`src/rtl/core/spq_pkg.sv`:
```
// ----------------------------------------------------------------------------
// spq_pkg
// Types and constants shared by the stable priority queue core and its cells.
// ----------------------------------------------------------------------------
package spq_pkg;

   localparam int QUEUE_DEPTH = 16;
   localparam int DATA_BITS   = 32;
   localparam int COUNT_BITS  = $clog2(QUEUE_DEPTH + 1);

   localparam logic ACTION_INSERT = 1'b0;
   localparam logic ACTION_POP    = 1'b1;

   localparam logic [1:0] STATUS_DONE  = 2'd0;
   localparam logic [1:0] STATUS_EMPTY = 2'd1;
   localparam logic [1:0] STATUS_FULL  = 2'd2;

   typedef struct packed {
      logic        action;
      logic [31:0] item_value;
      logic [31:0] item_priority;
   } spq_req_type;

   typedef struct packed {
      logic [31:0] front_value;
      logic [1:0]  status;
      logic [4:0]  entry_count;
   } spq_rsp_type;

   // broadcast to every cell
   typedef struct packed {
      logic                 insert;
      logic                 pop;
      logic [DATA_BITS-1:0] value;
      logic [31:0]          prio;
   } spq_cmd_type;

   // what a cell shows its neighbors
   typedef struct packed {
      logic                 valid;
      logic                 keep;
      logic [DATA_BITS-1:0] value;
      logic [31:0]          prio;
   } spq_link_type;

endpackage

```
`src/rtl/core/spq_cell.sv`:
```
// ----------------------------------------------------------------------------
// spq_cell
// One slot of the sorted queue: holds, shifts right on insert, left on pop.
// ----------------------------------------------------------------------------
module spq_cell (
   input  logic                 clock,
   input  logic                 reset,
   input  spq_pkg::spq_cmd_type  cmd,
   input  spq_pkg::spq_link_type left,
   input  spq_pkg::spq_link_type right,
   output spq_pkg::spq_link_type slot
);
   import spq_pkg::*;

   logic                 valid_ff;
   logic                 valid_in;
   logic [DATA_BITS-1:0] value_ff;
   logic [DATA_BITS-1:0] value_in;
   logic [31:0]          priority_ff;
   logic [31:0]          priority_in;
   logic                 keep;

   assign keep = valid_ff && (priority_ff >= cmd.prio);

   always_comb begin
      valid_in    = valid_ff;
      value_in    = value_ff;
      priority_in = priority_ff;
      if (cmd.insert && !keep) begin
         if (left.keep) begin
            valid_in    = 1'b1;
            value_in    = cmd.value;
            priority_in = cmd.prio;
         end else begin
            valid_in    = left.valid;
            value_in    = left.value;
            priority_in = left.prio;
         end
      end else if (cmd.pop) begin
         valid_in    = right.valid;
         value_in    = right.value;
         priority_in = right.prio;
      end
   end

   always_ff @(posedge clock) begin
      if (reset) begin
         valid_ff <= 1'b0;
      end else begin
         valid_ff <= valid_in;
      end
      value_ff    <= value_in;
      priority_ff <= priority_in;
   end

   assign slot.valid = valid_ff;
   assign slot.keep  = keep;
   assign slot.value = value_ff;
   assign slot.prio  = priority_ff;

   // entries stay packed toward the head and sorted
   a_packed: assert property (@(posedge clock) disable iff (reset)
      valid_ff |-> left.valid)
      else $error("spq_cell: gap in front of a held entry");

   a_sorted: assert property (@(posedge clock) disable iff (reset)
      valid_ff |-> (left.prio >= priority_ff))
      else $error("spq_cell: priority order broken");

   a_pop_tail: assert property (@(posedge clock) disable iff (reset)
      (cmd.pop && !right.valid) |=> !valid_ff)
      else $error("spq_cell: slot still held after pop from the tail");

endmodule

```
`src/rtl/core/stable_priority_queue_core.sv`:
```
// ----------------------------------------------------------------------------
// stable_priority_queue_core
// Bounded priority queue, descending priority, arrival order among equals.
// ----------------------------------------------------------------------------
// Request channel: a transfer happens on a rising edge with start high and
// busy low; req_data carries the action (insert or pop), data and priority.
// busy is always low, so one request may be issued every cycle.
// Result channel: exactly one result per request, shown on rsp_data for one
// cycle with rsp_strobe high, in the cycle after the request transfer. The
// receiver cannot stall it.
// Throughput 1 request per cycle: every slot sits in its
// own cell of a chain, all cells compare against the new priority at once
// and shift toward their neighbor in the same cycle.
// Insert on a full queue reports full and is dropped; pop on an empty queue
// reports empty and returns zero.
// Reset (synchronous) empties the queue and removes any pending result;
// no clearing pass is needed.
// ----------------------------------------------------------------------------
module stable_priority_queue_core (
   input  logic                clock,
   input  logic                reset,
   input  logic                start,
   output logic                busy,
   input  spq_pkg::spq_req_type req_data,
   output logic                rsp_strobe,
   output spq_pkg::spq_rsp_type rsp_data
);
   import spq_pkg::*;

   spq_link_type             links [QUEUE_DEPTH];
   spq_link_type             head_link;
   spq_link_type             tail_link;
   spq_cmd_type              cmd;
   logic                     accept;
   logic                     full;
   logic                     empty;
   logic [COUNT_BITS-1:0]    count_ff;
   logic [COUNT_BITS-1:0]    count_in;
   logic                     rsp_strobe_ff;
   spq_rsp_type              rsp_ff;
   spq_rsp_type              rsp_in;

   assign busy   = 1'b0;
   assign accept = start && !busy;
   assign full   = links[QUEUE_DEPTH-1].valid;
   assign empty  = !links[0].valid;

   assign head_link.valid = 1'b1;
   assign head_link.keep  = 1'b1;
   assign head_link.value = '0;
   assign head_link.prio  = '1;

   assign tail_link.valid = 1'b0;
   assign tail_link.keep  = 1'b0;
   assign tail_link.value = '0;
   assign tail_link.prio  = '0;

   assign cmd.insert = accept && (req_data.action == ACTION_INSERT) && !full;
   assign cmd.pop    = accept && (req_data.action == ACTION_POP) && !empty;
   assign cmd.value  = DATA_BITS'(req_data.item_value);
   assign cmd.prio   = req_data.item_priority;

   for (genvar i = 0; i < QUEUE_DEPTH; i++) begin : g_cell
      spq_link_type left_link;
      spq_link_type right_link;
      if (i == 0) begin : g_first
         assign left_link = head_link;
      end else begin : g_inner_l
         assign left_link = links[i-1];
      end
      if (i == QUEUE_DEPTH - 1) begin : g_last
         assign right_link = tail_link;
      end else begin : g_inner_r
         assign right_link = links[i+1];
      end
      spq_cell u_cell (
         .clock (clock),
         .reset (reset),
         .cmd   (cmd),
         .left  (left_link),
         .right (right_link),
         .slot  (links[i])
      );
   end

   always_comb begin
      count_in = count_ff;
      if (cmd.insert) begin
         count_in = count_ff + COUNT_BITS'(1);
      end else if (cmd.pop) begin
         count_in = count_ff - COUNT_BITS'(1);
      end
      rsp_in.front_value = '0;
      rsp_in.status      = STATUS_DONE;
      rsp_in.entry_count = 5'(count_in);
      if (req_data.action == ACTION_INSERT) begin
         if (full) begin
            rsp_in.status = STATUS_FULL;
         end
      end else begin
         if (empty) begin
            rsp_in.status = STATUS_EMPTY;
         end else begin
            rsp_in.front_value = 32'(links[0].value);
         end
      end
   end

   always_ff @(posedge clock) begin
      if (reset) begin
         count_ff      <= '0;
         rsp_strobe_ff <= 1'b0;
      end else begin
         count_ff      <= count_in;
         rsp_strobe_ff <= accept;
      end
      rsp_ff <= rsp_in;
   end

   assign rsp_strobe = rsp_strobe_ff;
   assign rsp_data   = rsp_ff;

   logic [QUEUE_DEPTH-1:0] valid_vec;
   for (genvar k = 0; k < QUEUE_DEPTH; k++) begin : g_vec
      assign valid_vec[k] = links[k].valid;
   end

   a_count: assert property (@(posedge clock) disable iff (reset)
      count_ff == COUNT_BITS'($countones(valid_vec)))
      else $error("spq: count does not match held entries");

   a_result: assert property (@(posedge clock) disable iff (reset)
      accept |=> rsp_strobe && (rsp_data.entry_count == 5'(count_ff)))
      else $error("spq: result missing or count wrong");

   a_empty: assert property (@(posedge clock) disable iff (reset)
      (accept && req_data.action == ACTION_POP && empty) |=>
      (rsp_data.status == STATUS_EMPTY) && (rsp_data.front_value == '0)
      && $stable(count_ff))
      else $error("spq: pop on empty misreported");

   a_full: assert property (@(posedge clock) disable iff (reset)
      (accept && req_data.action == ACTION_INSERT && full) |=>
      (rsp_data.status == STATUS_FULL) && $stable(count_ff))
      else $error("spq: insert on full misreported");

endmodule
```
`config.mk`:
```
export PLATFORM = sky130hd
export DESIGN_NAME = stable_priority_queue_core
export DESIGN_NICKNAME = d
export VERILOG_FILES = /design/src/rtl/core/spq_pkg.sv /design/src/rtl/core/spq_cell.sv /design/src/rtl/core/stable_priority_queue_core.sv
export SDC_FILE = /design/constraint.sdc
export NUM_CORES = 2
export LEC_CHECK = 0
export BUFFER_PORTS_ARGS = -buffer_cell sky130_fd_sc_hd__buf_2
export CAP_MARGIN = 20
export CORE_AREA = 2 2 356 358
export DETAILED_ROUTE_END_ITERATION = 10
export DIE_AREA = 0 0 358 360
export PLACE_DENSITY = 0.85
export RECOVER_POWER = 50
export SYNTH_ARGS = -nofsm -noshare
export SYNTH_HDL_FRONTEND = slang
export SYNTH_HIERARCHICAL = 1
export SYNTH_SLANG_ARGS = --single-unit
```
`constraint.sdc`:
```
create_clock -name clock -period 5.6 [get_ports clock]
set_clock_uncertainty 0.1 [all_clocks]
set_input_delay 0.84 -clock clock [delete_from_list [all_inputs] [get_ports clock]]
set_output_delay 0.84 -clock clock [all_outputs]
set_load 0.1 [all_outputs]
```
==> results.md <==
- PortBufs: 107
- Post-cts sizing count: 0
- Clk Latency, worst-skew pair: 0.75 ns
- Period minus WS final: 4.75 ns
- Grt ovf: 0
- Crit path required time: approximately 6.0 ns
- DR pass1 iterations: 7
- Syn_area_per_cell: roughly 14 um^2
- Pleak: roughly 0.032 uW
- Commonest cells after routing, fill and taps aside: mux2_2, edfxtp_1, mux2_4
- Capturing point of the worst reg2reg path: g_cell[15].u_cell/priority_ff[0]$_DFFE_PP_
- Clock sinks: between 1000 and 1500
- Share of layout cells above drive strength 1: between 40% and 50%
- Vias per cell: 6.04
- Final TNS setup: 0 ns
- Status: finished with violations
- DR WL/cell: ~22 um
- Final nets: 6181
- HP Class: register to register
- Non-filler cells, final: around 7400
- Hold Path Depth: 1
- Crit-path max FO: 65
- Worst slew pin tran: between 2 and 2.5 ns
- Reg2reg setup slack: around 1.1 ns
- Maxcap violations: 13
- Failing checks: capacitance limit, slew limit
- Post-route clock period utilization: between 80% and 90%
- Final Util: a little under two thirds
- RSZ-0062 raised after global routing: no
- Largest net degree at the start of global routing: 66
- Placeable Area: 0.125 mm^2
- Hold endpoint: rsp_data[4]$_DFF_P_
- Post-CTS setup repair buffer count: 0
- Slew HR: -33.6%
- Worst Setup End Kind: register
- Total number of vias: 44400
- P per Cell Area: roughly 260 mW/mm^2
- Kind of critical path: input pin to register
- Max H-tree Level: 3
- Fin area: between 0.07 and 0.08 mm^2
- Placed Cells: approximately 7000
- Initial antenna violation count: 17
- Routability cong.: around 0.88
- Final HPWL DP: between 100000 and 150000 um
- Count of final hold-check violations: 0
- Die area: ~0.13 mm^2
- CTS tree: yes
- Min-delay src: count_ff[4]$_SDFF_PP0_
- Reg clk slew, reported paths: ~0.06 ns
- Maximum buffer depth of the clock tree: 3
- GRT Util Overall: 24.7%
- Final wirelength: ~160000 um
- Die Ht: approximately 360 um
- # rows: 130
- # DRC: 0
- First-pass GRT wire length: ~260000 um
- Maximum vdd ir drop: ~0.00026 V
- Pins Over Slew Limit: between 500 and 600
- Top Ports: 109
- FMAX: approximately 0.21 GHz
- Initial core utilization: around three fifths
- Root buffer cell: clkbuf_16
- Placed inst area: ~0.076 mm^2
- Number of global-route vias before repair: around 46000
- Final ANT Viol Nets: 0
- Area growth syn-to-layout: 6.54%
- YS warnings: 6
- Setup violators final: 0
- Arrival @ worst endpoint: between 5 and 6 ns
- Total CTS buffers: 114
- Iteration-0 DRC Markers: just under 4000
- RR Startpoint: g_cell[0].u_cell/valid_ff$_SDFFE_PP0P_
- R2R depth: 6
- Post-CTS Hold Buffers: 0
- Cells after synthesis: 5442
- Width of the die: ~360 um
- Synth Cell Area: approximately 0.074 mm^2
- Most common cell after layout, fill and taps aside: mux2_2
- CP startpoint kind: input pin
-- how the worst max path moves through the flow --
stage	from	endpoint	slack, ns	cells past startpoint
finish	req_data[4]	g_cell[9].u_cell/value_ff[18]$_DFFE_PP_	0.85	13
global route	req_data[31]	g_cell[13].u_cell/value_ff[31]$_DFFE_PP_	0.71	12
CTS	req_data[7]	g_cell[1].u_cell/priority_ff[2]$_DFFE_PP_	1.53	12
detailed placement	req_data[7]	g_cell[1].u_cell/value_ff[3]$_DFFE_PP_	0.81	12
global placement	req_data[7]	g_cell[1].u_cell/priority_ff[0]$_DFFE_PP_	0.83	12
floorplan	req_data[64]	g_cell[0].u_cell/priority_ff[0]$_DFFE_PP_	1.15	4
-- report_power, final --
group          switching, uW  leakage (uW)  internal [uW]  total [uW]
registers                370        0.0101           9560        9930
clock network           3290       0.00177           4150        7450
logic                   1590        0.0199           1560        3140
-- layout make-up --
class	instances	area (um^2)
Inverter	533	2000
Fill cell	8708	45600
Timing Repair Buffer	174	1230
Antenna cell	8	20.0
Multi-Input combinational cell	3691	38400
Tap cell	1650	2060
Clock buffer	149	3080
Clock inverter	64	532
Sequential cell	1085	32000
-- worst max-delay path, stage by stage --
cell,delay (ns)
buf_2,0.54
clkbuf_1,0.26
inv_1,0.07
ha_1,0.28
nand4_1,0.10
a21oi_1,0.27
nand4b_1,0.20
a31oi_4,0.34
nor2_1,0.12
nand2_4,0.07
clkbuf_2,1.20
mux2_2,0.45
mux2_1,0.30
-- metal layers --
metal | GRT usage, % | routed length (um)
met1 | 35.3 | 74000
met2 | 39.6 | 74900
met3 | 2.76 | 9500
met4 | 6.99 | 3910
met5 | 0 | 111
-- flip-flops by register name, summed over array words and instances (netlist names) --
signal / count
g_cell.u_cell/valid_ff: 16
count_ff: 5
rsp_data: 39
g_cell.u_cell/value_ff: 512
rsp_strobe: 1
g_cell.u_cell/priority_ff: 512
-- metrics by stage --
| step | power, uW | setup slack (ns) | hold WS, ns |
|---|---|---|---|
| 3_5_place_dp | 13200 | 0.811 | 0.371 |
| 6_report | 20500 | 0.849 | 0.373 |
| 2_1_floorplan | 12400 | 1.15 | 0.345 |
| 5_1_grt | 21200 | 0.706 | 0.405 |
| 3_3_place_gp | 13000 | 0.831 | 0.357 |
| 4_1_cts | 20600 | 1.53 | 0.364 |
Note: power is estimated with default switching activity, not from simulation.
